===== src/hdl/cbsm_pkg.sv =====
// cbsm_pkg: shared types and constants of the cartridge bank switch mapper
// no dependencies; imported by every module of the block

package cbsm_pkg;

  // command codes of an input word
  localparam logic [1:0] CMD_WRITE = 2'd0;
  localparam logic [1:0] CMD_PRG   = 2'd1;
  localparam logic [1:0] CMD_CHR   = 2'd2;

  // configuration register indexes
  localparam logic [1:0] CFG_PRG_COUNT   = 2'd0;
  localparam logic [1:0] CFG_CHR_COUNT   = 2'd1;
  localparam logic [1:0] CFG_FOUR_SCREEN = 2'd2;

  localparam int CFG_WIDTH     = 9;
  localparam int NUM_BANK_REGS = 8;

  localparam logic [CFG_WIDTH-1:0] PRG_COUNT_RESET = 9'd32;
  localparam logic [CFG_WIDTH-1:0] CHR_COUNT_RESET = 9'd128;

  // cpu write decode: address bits 15..13 and 0
  localparam logic [15:0] DECODE_MASK   = 16'hE001;
  localparam logic [15:0] ADDR_BANK_SEL = 16'h8000;
  localparam logic [15:0] ADDR_BANK_DAT = 16'h8001;
  localparam logic [15:0] ADDR_MIRROR   = 16'hA000;
  localparam logic [15:0] ADDR_RAM_CTL  = 16'hA001;
  localparam logic [15:0] ADDR_IRQ_LAT  = 16'hC000;
  localparam logic [15:0] ADDR_IRQ_RLD  = 16'hC001;
  localparam logic [15:0] ADDR_IRQ_DIS  = 16'hE000;
  localparam logic [15:0] ADDR_IRQ_EN   = 16'hE001;

  // ram control codes from data bits 7..6
  localparam logic [1:0] RAM_BOTH_ON = 2'd2;
  localparam logic [1:0] RAM_RD_ONLY = 2'd3;

  typedef struct packed {
    logic [1:0]  cmd;
    logic [15:0] address;
    logic [7:0]  data_byte;
  } cbsm_in_t;

  typedef struct packed {
    logic [7:0] bank;
    logic       mirror_horizontal;
    logic       ram_read_enable;
    logic       ram_write_enable;
    logic [7:0] irq_reload_value;
    logic       irq_enabled;
    logic       irq_reload_pulse;
    logic       irq_ack_pulse;
  } cbsm_out_t;

  // mapper control state apart from the bank registers
  typedef struct packed {
    logic [2:0] select_index;
    logic       prg_mode;
    logic       chr_mode;
    logic       mirror;
    logic       ram_rd;
    logic       ram_wr;
    logic [7:0] irq_latch;
    logic       irq_on;
  } cbsm_ctrl_t;

  localparam cbsm_ctrl_t CTRL_RESET = '{
    select_index: 3'd0, prg_mode: 1'b0, chr_mode: 1'b0, mirror: 1'b0,
    ram_rd: 1'b1, ram_wr: 1'b1, irq_latch: 8'd0, irq_on: 1'b0
  };

endpackage


===== src/hdl/cartridge_bank_switch_mapper_unit.sv =====
// cartridge_bank_switch_mapper_unit: top level, input and result registers
// depends on cbsm_pkg, cbsm_regs, cbsm_xlate
//
//   channel | ports                              | word
//   input   | in_valid, in_ready, in_word        | cbsm_in_t
//   result  | out_valid, out_ready, out_word     | cbsm_out_t
//   config  | cfg_we, cfg_index, cfg_data        | 9-bit register value
//
// one word per cycle unless a stalled result holds the flow; an accepted word waits in
// the input register, and its result then sits in the result register until taken.
// the decode, state update and bank mux sit between those two registers.
// rst_n is synchronous; mapper state returns to its power-on values.
// a stalled result holds the input register, and in_ready drops only when
// both registers are full and out_ready is low.

module cartridge_bank_switch_mapper_unit #(
  parameter int BANK_WIDTH = 8
) (
  input  logic                           clk,
  input  logic                           rst_n,
  input  logic                           in_valid,
  output logic                           in_ready,
  input  cbsm_pkg::cbsm_in_t             in_word,
  output logic                           out_valid,
  input  logic                           out_ready,
  output cbsm_pkg::cbsm_out_t            out_word,
  input  logic                           cfg_we,
  input  logic [1:0]                     cfg_index,
  input  logic [cbsm_pkg::CFG_WIDTH-1:0] cfg_data
);
  import cbsm_pkg::*;

  logic       s1_valid_r, out_valid_r;
  cbsm_in_t   s1_word_r;
  cbsm_out_t  out_word_r, out_word_nxt;
  logic       adv, s1_fire;

  cbsm_ctrl_t ctrl, ctrl_nxt;
  logic [NUM_BANK_REGS-1:0][BANK_WIDTH-1:0] banks;
  logic [CFG_WIDTH-1:0] prg_count;
  logic       reload_pulse, ack_pulse;
  logic [7:0] bank;

  // handshake
  assign adv      = !out_valid_r || out_ready;
  assign s1_fire  = s1_valid_r && adv;
  assign in_ready = !s1_valid_r || adv;

  cbsm_regs #(.BANK_WIDTH(BANK_WIDTH)) u_regs (
    .clk          (clk),
    .rst_n        (rst_n),
    .cfg_we       (cfg_we),
    .cfg_index    (cfg_index),
    .cfg_data     (cfg_data),
    .upd          (s1_fire),
    .item         (s1_word_r),
    .ctrl         (ctrl),
    .ctrl_nxt     (ctrl_nxt),
    .banks        (banks),
    .prg_count    (prg_count),
    .reload_pulse (reload_pulse),
    .ack_pulse    (ack_pulse)
  );

  cbsm_xlate #(.BANK_WIDTH(BANK_WIDTH)) u_xlate (
    .item      (s1_word_r),
    .ctrl      (ctrl),
    .banks     (banks),
    .prg_count (prg_count),
    .bank      (bank)
  );

  // result word shows state after the word
  always_comb begin
    out_word_nxt.bank              = bank;
    out_word_nxt.mirror_horizontal = ctrl_nxt.mirror;
    out_word_nxt.ram_read_enable   = ctrl_nxt.ram_rd;
    out_word_nxt.ram_write_enable  = ctrl_nxt.ram_wr;
    out_word_nxt.irq_reload_value  = ctrl_nxt.irq_latch;
    out_word_nxt.irq_enabled       = ctrl_nxt.irq_on;
    out_word_nxt.irq_reload_pulse  = reload_pulse;
    out_word_nxt.irq_ack_pulse     = ack_pulse;
  end

  // valid flags
  always_ff @(posedge clk) begin
    if (!rst_n) begin
      s1_valid_r  <= 1'b0;
      out_valid_r <= 1'b0;
    end else begin
      if (in_ready) s1_valid_r <= in_valid;
      if (adv) out_valid_r <= s1_valid_r;
    end
  end

  // payload registers
  always_ff @(posedge clk) begin
    if (in_valid && in_ready) s1_word_r <= in_word;
    if (s1_fire) out_word_r <= out_word_nxt;
  end

  assign out_valid = out_valid_r;
  assign out_word  = out_word_r;

endmodule


===== src/hdl/cbsm_regs.sv =====
// cbsm_regs: configuration registers, cpu write decode and mapper state
// depends on cbsm_pkg

module cbsm_regs #(
  parameter int BANK_WIDTH = 8
) (
  input  logic                                        clk,
  input  logic                                        rst_n,
  input  logic                                        cfg_we,
  input  logic [1:0]                                  cfg_index,
  input  logic [cbsm_pkg::CFG_WIDTH-1:0]              cfg_data,
  input  logic                                        upd,
  input  cbsm_pkg::cbsm_in_t                          item,
  output cbsm_pkg::cbsm_ctrl_t                        ctrl,
  output cbsm_pkg::cbsm_ctrl_t                        ctrl_nxt,
  output logic [cbsm_pkg::NUM_BANK_REGS-1:0][BANK_WIDTH-1:0] banks,
  output logic [cbsm_pkg::CFG_WIDTH-1:0]              prg_count,
  output logic                                        reload_pulse,
  output logic                                        ack_pulse
);
  import cbsm_pkg::*;

  logic [CFG_WIDTH-1:0] prg_count_r, chr_count_r;
  logic                 four_screen_r;
  cbsm_ctrl_t           ctrl_r;
  logic [NUM_BANK_REGS-1:0][BANK_WIDTH-1:0] banks_r;

  logic                 is_write;
  logic [15:0]          dec_addr;
  logic [CFG_WIDTH-1:0] count_sel, top, val9, clamp9;
  logic [7:0]           bank_val;
  logic                 bank_we;

  // configuration port
  always_ff @(posedge clk) begin
    if (!rst_n) begin
      prg_count_r   <= PRG_COUNT_RESET;
      chr_count_r   <= CHR_COUNT_RESET;
      four_screen_r <= 1'b0;
    end else if (cfg_we) begin
      if (cfg_index == CFG_PRG_COUNT) prg_count_r <= cfg_data;
      if (cfg_index == CFG_CHR_COUNT) chr_count_r <= cfg_data;
      if (cfg_index == CFG_FOUR_SCREEN) four_screen_r <= cfg_data[0];
    end
  end

  assign is_write = (item.cmd == CMD_WRITE);
  assign dec_addr = item.address & DECODE_MASK;

  // bank data clamp: mask by highest bank when above it; bit 0 cleared for registers 0 and 1
  always_comb begin
    count_sel = (ctrl_r.select_index >= 3'd6) ? prg_count_r : chr_count_r;
    top       = (count_sel == '0) ? '0 : count_sel - 9'd1;
    val9      = {1'b0, item.data_byte};
    clamp9    = (val9 > top) ? (val9 & top) : val9;
    bank_val  = clamp9[7:0];
    if (ctrl_r.select_index < 3'd2) bank_val[0] = 1'b0;
  end

  // write decode into next control state
  always_comb begin
    ctrl_nxt     = ctrl_r;
    bank_we      = 1'b0;
    reload_pulse = 1'b0;
    ack_pulse    = 1'b0;
    if (is_write) begin
      unique case (dec_addr)
        ADDR_BANK_SEL: begin
          ctrl_nxt.select_index = item.data_byte[2:0];
          ctrl_nxt.prg_mode     = item.data_byte[6];
          ctrl_nxt.chr_mode     = item.data_byte[7];
        end
        ADDR_BANK_DAT: bank_we = 1'b1;
        ADDR_MIRROR: begin
          if (!four_screen_r) ctrl_nxt.mirror = item.data_byte[0];
        end
        ADDR_RAM_CTL: begin
          unique case (item.data_byte[7:6])
            RAM_BOTH_ON: begin
              ctrl_nxt.ram_rd = 1'b1;
              ctrl_nxt.ram_wr = 1'b1;
            end
            RAM_RD_ONLY: begin
              ctrl_nxt.ram_rd = 1'b1;
              ctrl_nxt.ram_wr = 1'b0;
            end
            default: begin
              ctrl_nxt.ram_rd = 1'b0;
              ctrl_nxt.ram_wr = 1'b0;
            end
          endcase
        end
        ADDR_IRQ_LAT: ctrl_nxt.irq_latch = item.data_byte;
        ADDR_IRQ_RLD: reload_pulse = 1'b1;
        ADDR_IRQ_DIS: begin
          ctrl_nxt.irq_on = 1'b0;
          ack_pulse       = 1'b1;
        end
        ADDR_IRQ_EN: ctrl_nxt.irq_on = 1'b1;
        default: ;
      endcase
    end
  end

  // state update when a word leaves the input register
  always_ff @(posedge clk) begin
    if (!rst_n) begin
      ctrl_r  <= CTRL_RESET;
      banks_r <= '0;
    end else if (upd) begin
      ctrl_r <= ctrl_nxt;
      if (bank_we) banks_r[ctrl_r.select_index] <= bank_val[BANK_WIDTH-1:0];
    end
  end

  assign ctrl      = ctrl_r;
  assign banks     = banks_r;
  assign prg_count = prg_count_r;

endmodule


===== src/hdl/cbsm_xlate.sv =====
// cbsm_xlate: program and character address to physical bank mux
// depends on cbsm_pkg

module cbsm_xlate #(
  parameter int BANK_WIDTH = 8
) (
  input  cbsm_pkg::cbsm_in_t                          item,
  input  cbsm_pkg::cbsm_ctrl_t                        ctrl,
  input  logic [cbsm_pkg::NUM_BANK_REGS-1:0][BANK_WIDTH-1:0] banks,
  input  logic [cbsm_pkg::CFG_WIDTH-1:0]              prg_count,
  output logic [7:0]                                  bank
);
  import cbsm_pkg::*;

  logic [NUM_BANK_REGS-1:0][7:0] banks_ext;
  logic [7:0] before_last, last, prg_bank, chr_bank;
  logic [1:0] prg_slot;
  logic [2:0] chr_slot;

  // zero-extend stored banks to the output width
  always_comb begin
    for (int i = 0; i < NUM_BANK_REGS; i++) begin
      banks_ext[i] = 8'(banks[i]);
    end
  end

  // program slots; fixed banks wrap modulo 256
  assign before_last = prg_count[7:0] - 8'd2;
  assign last        = prg_count[7:0] - 8'd1;
  assign prg_slot    = item.address[14:13];

  always_comb begin
    unique case (prg_slot)
      2'd0:    prg_bank = ctrl.prg_mode ? before_last : banks_ext[6];
      2'd1:    prg_bank = banks_ext[7];
      2'd2:    prg_bank = ctrl.prg_mode ? banks_ext[6] : before_last;
      default: prg_bank = last;
    endcase
  end

  // character slots, upper and lower halves swapped in mode 1
  assign chr_slot = item.address[12:10] ^ {ctrl.chr_mode, 2'b00};

  always_comb begin
    unique case (chr_slot)
      3'd0, 3'd1: chr_bank = {banks_ext[0][7:1], chr_slot[0]};
      3'd2, 3'd3: chr_bank = {banks_ext[1][7:1], chr_slot[0]};
      3'd4:       chr_bank = banks_ext[2];
      3'd5:       chr_bank = banks_ext[3];
      3'd6:       chr_bank = banks_ext[4];
      default:    chr_bank = banks_ext[5];
    endcase
  end

  always_comb begin
    unique case (item.cmd)
      CMD_PRG: bank = prg_bank;
      CMD_CHR: bank = chr_bank;
      default: bank = 8'd0;
    endcase
  end

endmodule

===== config.mk =====
export PLATFORM = sky130hd
export DESIGN_NAME = cartridge_bank_switch_mapper_unit
export DESIGN_NICKNAME = d
export VERILOG_FILES = /design/src/hdl/cbsm_pkg.sv /design/src/hdl/cartridge_bank_switch_mapper_unit.sv /design/src/hdl/cbsm_regs.sv /design/src/hdl/cbsm_xlate.sv
export SDC_FILE = /design/constraint.sdc
export NUM_CORES = 1
export LEC_CHECK = 0
export ABC_AREA = 1
export BUFFER_PORTS_ARGS = -buffer_cell sky130_fd_sc_hd__buf_2
export CAP_MARGIN = 20
export CORE_UTILIZATION = 40
export CTS_BUF_LIST = sky130_fd_sc_hd__clkbuf_4 sky130_fd_sc_hd__clkbuf_8
export DETAILED_ROUTE_END_ITERATION = 8
export PLACE_DENSITY = 0.58
export SLEW_MARGIN = 40
export SYNTH_ARGS = -nofsm -noshare
export SYNTH_HDL_FRONTEND = slang
export SYNTH_SLANG_ARGS = --single-unit

===== constraint.sdc =====
create_clock -name clk -period 4.7 [get_ports clk]
set_input_delay 1.175 -clock clk [delete_from_list [all_inputs] [get_ports clk]]
set_output_delay 1.175 -clock clk [all_outputs]
set_load 0.1 [all_outputs]

# [Word-level counts from Yosys, hierarchy flattened]
# Index checks and enable logic that the tools add are counted.
[word_totals] regBits=150 input_bits=42
[op_classes] add_sub_neg=3 n_lt_le_gt_ge=5 n_eq_ne=22 muxes=23 bitwise_logic=2 reduce_logical=19
[op_table] op="64-bit bitwise mux" n=1
[op_table] op="8-bit 2-to-1 mux" n=5
[op_table] op="8-bit one-hot mux with 5 select lines" n=1
[op_table] op="4-bit == test (second input constant)" n=8
[op_table] op="8-bit demux with 3-bit select" n=1
[op_table] op="8-bit one-hot mux with 3 select lines" n=1
[op_table] op="9-bit 2-to-1 mux" n=2
[op_table] op="8-bit one-hot mux with 2 select lines" n=1
[op_table] op="12-bit 2-to-1 mux" n=1
[op_table] op="2-bit == test (second input constant)" n=5
[op_table] op="3-bit == test (second input constant)" n=3
[op_table] op="8-bit by 9-bit > comparator with 1-bit output" n=1
[op_table] op="9-bit logical NOT" n=1
[op_table] op="9-bit by 1-bit subtractor with 9-bit output (second input constant)" n=1
[op_table] op="8-bit bitwise AND" n=1
[op_table] op="2-bit AND reduction" n=4
[op_table] op="8-bit by 1-bit subtractor with 8-bit output (second input constant)" n=1
[op_table] op="8-bit by 2-bit subtractor with 8-bit output (second input constant)" n=1
[op_table] op="1-bit 2-to-1 mux" n=7
[op_table] op="2-bit by 1-bit == test with 1-bit output (second input constant)" n=3
[op_table] op="3-bit by 2-bit == test with 1-bit output (second input constant)" n=2
[op_table] op="2-bit logical NOT" n=3
[op_table] op="3-bit by 4-bit less-than comparator with 1-bit output (second input constant)" n=1
[op_table] op="2-bit one-hot mux with 2 select lines" n=1
[op_table] op="other kinds (13)" n=18

# [Logic depth before layout (Yosys ltp)]
[depth] ltp_word=8 ltp_mapped=28

# [Cells and area by module]
# Synthesis repeated with hierarchy kept, for this count alone.
[hier_totals] cells_unflattened=1085 hier_area_um2=7980.2
[by_module_without_submodules] module="cbsm_regs" instances=1 cells_per_inst=748 area_per_inst_um2=5182.5
[by_module_without_submodules] module="cartridge_bank_switch_mapper_unit" instances=1 cells_per_inst=61 area_per_inst_um2=1536.5
[by_module_without_submodules] module="cbsm_xlate" instances=1 cells_per_inst=276 area_per_inst_um2=1261.2

# [Worst setup path after synthesis]
# OpenSTA, ideal clock, no wires.
[synth_timing] path_kind="register -> register" from="reg u_regs.ctrl_r, in the netlist u_regs.ctrl[16]" to="reg u_regs.banks_r, in the netlist u_regs.banks[14]" setup_ps=109 arrival_time_ps=3141 required_ps=4591 setup_slack_ps=1450 path_stages_with_launch=29 synth_period_minus_slack_ps=3250 path_cell_list="dfxtp_1 buf_6 nand2_4 buf_6 inv_1 or2_2 o21ai_2 ha_1 inv_1 nor2_2 inv_1 nand2_1 nand2_1 nor2_1 inv_1 ha_1 nand2_1 nor2_1 nand2_1 nand3_1 nand2_1 nand2_1 nand2_1 nand2_2 nand3_4 nand2_2 nand3_1 nand2_1 inv_1"
[synth_between] elab_chain_len=7
[synth_lines] element="start: declaration" line_no="cbsm_regs.sv:25" text="cbsm_ctrl_t ctrl_r;"
[synth_lines] element="start signal: assignment" line_no="cbsm_regs.sv:111" text="ctrl_r <= ctrl_nxt;"
[synth_lines] element="3-bit >= comparator" line_no="cbsm_regs.sv:52" text="count_sel = (ctrl_r.select_index >= 3'd6) ? prg_count_r : chr_count_r;"
[synth_lines] element="9-bit 2-to-1 mux" line_no="cbsm_regs.sv:52"
[synth_lines] element="9-bit by 1-bit subtractor with 9-bit output / 9-bit logical NOT (equally long branches)" line_no="cbsm_regs.sv:53" text="top = (count_sel == '0) ? '0 : count_sel - 9'd1;"
[synth_lines] element="9-bit 2-to-1 mux" line_no="cbsm_regs.sv:53"
[synth_lines] element="8-bit by 9-bit > comparator with 1-bit output / 8-bit bitwise AND (equally long branches)" line_no="cbsm_regs.sv:55" text="clamp9 = (val9 > top) ? (val9 & top) : val9;"
[synth_lines] element="8-bit 2-to-1 mux" line_no="cbsm_regs.sv:55"
[synth_lines] element="64-bit bitwise mux (*)" line_no="cbsm_regs.sv:112" text="if (bank_we) banks_r[ctrl_r.select_index] <= bank_val[BANK_WIDTH-1:0];"
[synth_lines] element="end signal: indexed assignment" line_no="cbsm_regs.sv:112"
[synth_lines] element="end: declaration" line_no="cbsm_regs.sv:26" text="logic [NUM_BANK_REGS-1:0][BANK_WIDTH-1:0] banks_r;"
# Every way passes the cells marked *; elsewhere a longest branch is shown, timed or not.
# A chain may end at the register's enable or synchronous reset.

# [Worst setup path after layout]
[layout_timing] from="reg u_regs.ctrl_r, in the netlist u_regs.ctrl[15]" to="reg u_regs.banks_r, in the netlist u_regs.banks[42]"
# Same word-level chain as after synthesis.

==> impl_metrics.csv <==
group,metric,value,unit
logic_synthesis,synth_top_family_by_area,"simple AND/OR/NAND/NOR gates",
grt,grt_use_total,21.44,%
setup_path,cpMaxStageDelayCell,"dfxtp_1",
status,status,"complete, no violations",
setup_path,critPathArrivalTime,4.38,ns
clock_tree,cts_sinks,139,
power,p_leak,3.778,nW
timing,hold_viol_final,0,
cells_and_area,final_cell_mix,"inv_1, nand2_1, dfxtp_1, a21oi_1, nand3_1",
logic_synthesis,yosys_most_used_dff,"dfxtp_1",
timing,setup_violations,0,
die,core,17420,sq um
place,hpwlAfterDp,13120,microns
setup_path,crit_required,5.06,ns
setup_path,crit_family,"simple AND/OR/NAND/NOR gates",
clock_tree,cts_buffers,17,
grt,grt_pass1_vias,5625,
clock_tree,cts_resized,0,
timing,maxSlewViolCount,0,
grt,antenna_found_initial,0,
run,cap_violations,0,
die,initial_utilization,41.26,%
drt,drtPass1Iterations,5,
cells_and_area,nets,1046,
clock_tree,clock_latency,0.45,ns
die,rows,48,
drt,drc,0,
power,ir_drop,0.0001891,V
clock_tree,path_clk_slew,0.08,ns
timing,min_period,4.022,ns
clock_tree,cts_root_buffer,"clkbuf_8",
setup_path,crit_top_cell,"nand2_1",
drt,viasPerCell,5.016,
drt,route.detailed.wl_per_inst,15.24,microns
die,fp.dieW,136.0,microns
cells_and_area,drive_above_1_share,13.29,%
logic_synthesis,ys_ff_latch,139,
logic_synthesis,yosysTopAreaCellShare,27.86,%
logic_synthesis,synthCells,929,
place,io_buffers,56,
logic_synthesis,synth-xor-area-share,0.4875,%
timing,rsz0062_at_grt,"false",
timing,tightest_slew,0.7563,ns
timing,finalCritPeriodShare,85.57,%
setup_path,r2r_setup_slack,0.68,ns
setup_path,worstSetupPathType,"reg2reg",
logic_synthesis,ys_warn_count,0,
logic_synthesis,synthMuxAreaShare,0.2786,%
grt,grt_pass1_wl,29860,microns
hold_path,hold_class,"reg2reg",
logic_synthesis,syn_avg_cell_area,7.736,sq um
drt,vias,6109,
place,gp_congestion,0.8782,
cells_and_area,layout_commonest_cell,"inv_1",
timing,slew_headroom,49.27,%
setup_path,start_kind,"flop",
logic_synthesis,yosys.area.top_type,"dfxtp_1",
hold_path,holdPathStages,2,
setup_path,cp_max_fo,12,
grt,grt_overflow,0,
logic_synthesis,synthSimpleGateAreaFrac,21.38,%
grt,grt_max_degree,70,
clock_tree,clock_path_buffers,2,
drt,ant_nets,0,
cells_and_area,insertedDiodeCount,0,
logic_synthesis,synthDistinctLibCells,40,
logic_synthesis,synth_seq_area_share,44.15,%
logic_synthesis,synth_area_leaders,"dfxtp_1, edfxtp_1, inv_1, nand2_1, a21oi_1",
drt,routed_wl,18560,microns
power,power,2.708,mW
timing,fin_setup_tns,0,ns
logic_synthesis,syn_nets,995,
logic_synthesis,synth_compound_area_share,18.35,%
logic_synthesis,async_reset_ff_share,0,%
setup_path,critPathMaxStageDelay,0.64,ns
logic_synthesis,synth_adder_area_share,4.178,%
cells_and_area,area_delta_synth_final,12.03,%
cells_and_area,fillers,1774,
timing,max_freq,248.7,MHz
logic_synthesis,synth_edf_count,39,
clock_tree,cts_setup_buffers,0,
logic_synthesis,mappedNetlistArea,7187,sq um
clock_tree,postCtsHoldBufs,0,
setup_path,cp-end-kind,"flop",
clock_tree,htree_levels,4,
setup_path,r2r-start,"u_regs.ctrl[15]",
clock_tree,cts_tree,"built",
drt,initialDrtViolationCount,518,
power,power_density,336.3,nW/um^2
die,die_y,136.0,microns
setup_path,crit_buf_inv,5,
die,die-area,18510,sq um
hold_path,worstHoldStart,"u_regs.four_screen_r",
timing,worst_clock_skew,0.01345,ns
setup_path,worst-path-stages,26,
setup_path,ff2ff_path_depth,26,
setup_path,critPathLaunch,"u_regs.ctrl[15]",
die,io_pins,66,
-- per-stage QoR --
stage                     hold slack, ns  setup WS (ns)  area (sq um)  instances  util (%)
after floorplan                   0.4244          1.450          7187        929         -
after global placement            0.4493         0.7805          7647       1186     43.91
after detailed placement          0.4576         0.7344          7656       1186     43.96
after CTS                         0.4690         0.7223          8051       1218     46.23
after global routing              0.4941         0.2905          8051       1218     46.23
final                             0.4665         0.6784          8051       1218     46.23
-- state kept, by name (all words and copies together) (netlist names), 9 cells and up --
signal              count
out_word               22
s1_word_r              17
u_regs.chr_count_r      9
u_regs.prg_count        9
u_regs.ctrl            17
u_regs.banks           62
-- cells by family after synthesis --
| logic type | after synthesis |
|---|---|
| DFF | 139 |
| muxes | 2 |
| and+or+nand+nor | 326 |
| buffers and inverters | 205 |
| AOI/OAI and AO/OA | 229 |
| adders and majority gates | 24 |
| xor gates and xnor gates | 4 |
-- final cells by class --
| class | instances | area [sq um] | area share [%] |
|---|---|---|---|
| multi-input cells | 585 | 3218 | 39.97 |
| flip-flops and latches | 139 | 3173 | 39.41 |
| inverters | 175 | 658.1 | 8.174 |
| repair buffers | 62 | 325.3 | 4.040 |
| well taps | 225 | 281.5 | 3.497 |
| clock buffers | 21 | 276.5 | 3.434 |
| clock inverters | 11 | 118.9 | 1.476 |
-- layer usage --
layer	vias to the layer above	wire length (microns)	global-route usage, %
met1	2761	9327	30.26
met3	18	1050	4.512
met4	0	239	5.926
met2	167	7946	32.80
met5	-	0	0
li1	3163	-	-
-- worst paths after layout --
check | to
worst max register to register | u_regs.banks[42]
worst max-delay path | u_regs.banks[42]
worst min-delay path | u_regs.four_screen_r
worst min register to register | u_regs.four_screen_r
-- worst register-to-register path, stage by stage (launching register included) --
cell	delay (ns)
dfxtp_1	0.64
nand2_4	0.20
inv_1	0.15
nand2_1	0.05
o21ai_0	0.21
ha_1	0.27
inv_1	0.06
nor2_2	0.15
inv_1	0.09
nand2_1	0.06
nand2_1	0.05
nor2_1	0.16
inv_1	0.07
ha_1	0.29
nand2_1	0.07
nor2_1	0.20
nand2_1	0.08
nand3_1	0.07
nand2_1	0.05
nand2_1	0.05
nand2_1	0.06
nand2_2	0.22
nand3_4	0.19
nand2_2	0.24
nand3_1	0.16
nand2_1	0.09
inv_1	0.03
-- power by group --
part	internal [mW]	leakage [nW]	total (mW)	switching [mW]
sequential	1.27	1.18	1.30	0.0299
clock	0.509	0.203	0.982	0.473
combinational	0.103	2.39	0.427	0.323
-- synth_stat cells, drive strengths merged, types with 10 or more instances --
| library cell | instances |
|---|---|
| a21oi | 88 |
| buf | 10 |
| clkbuf | 20 |
| dfxtp | 100 |
| edfxtp | 39 |
| ha | 24 |
| inv | 173 |
| nand2 | 158 |
| nand3 | 84 |
| nand4 | 15 |
| nor2 | 55 |
| o211ai | 10 |
| o21a | 36 |
| o21ai | 79 |
No activity file was read; power rests on OpenSTA's default activity.
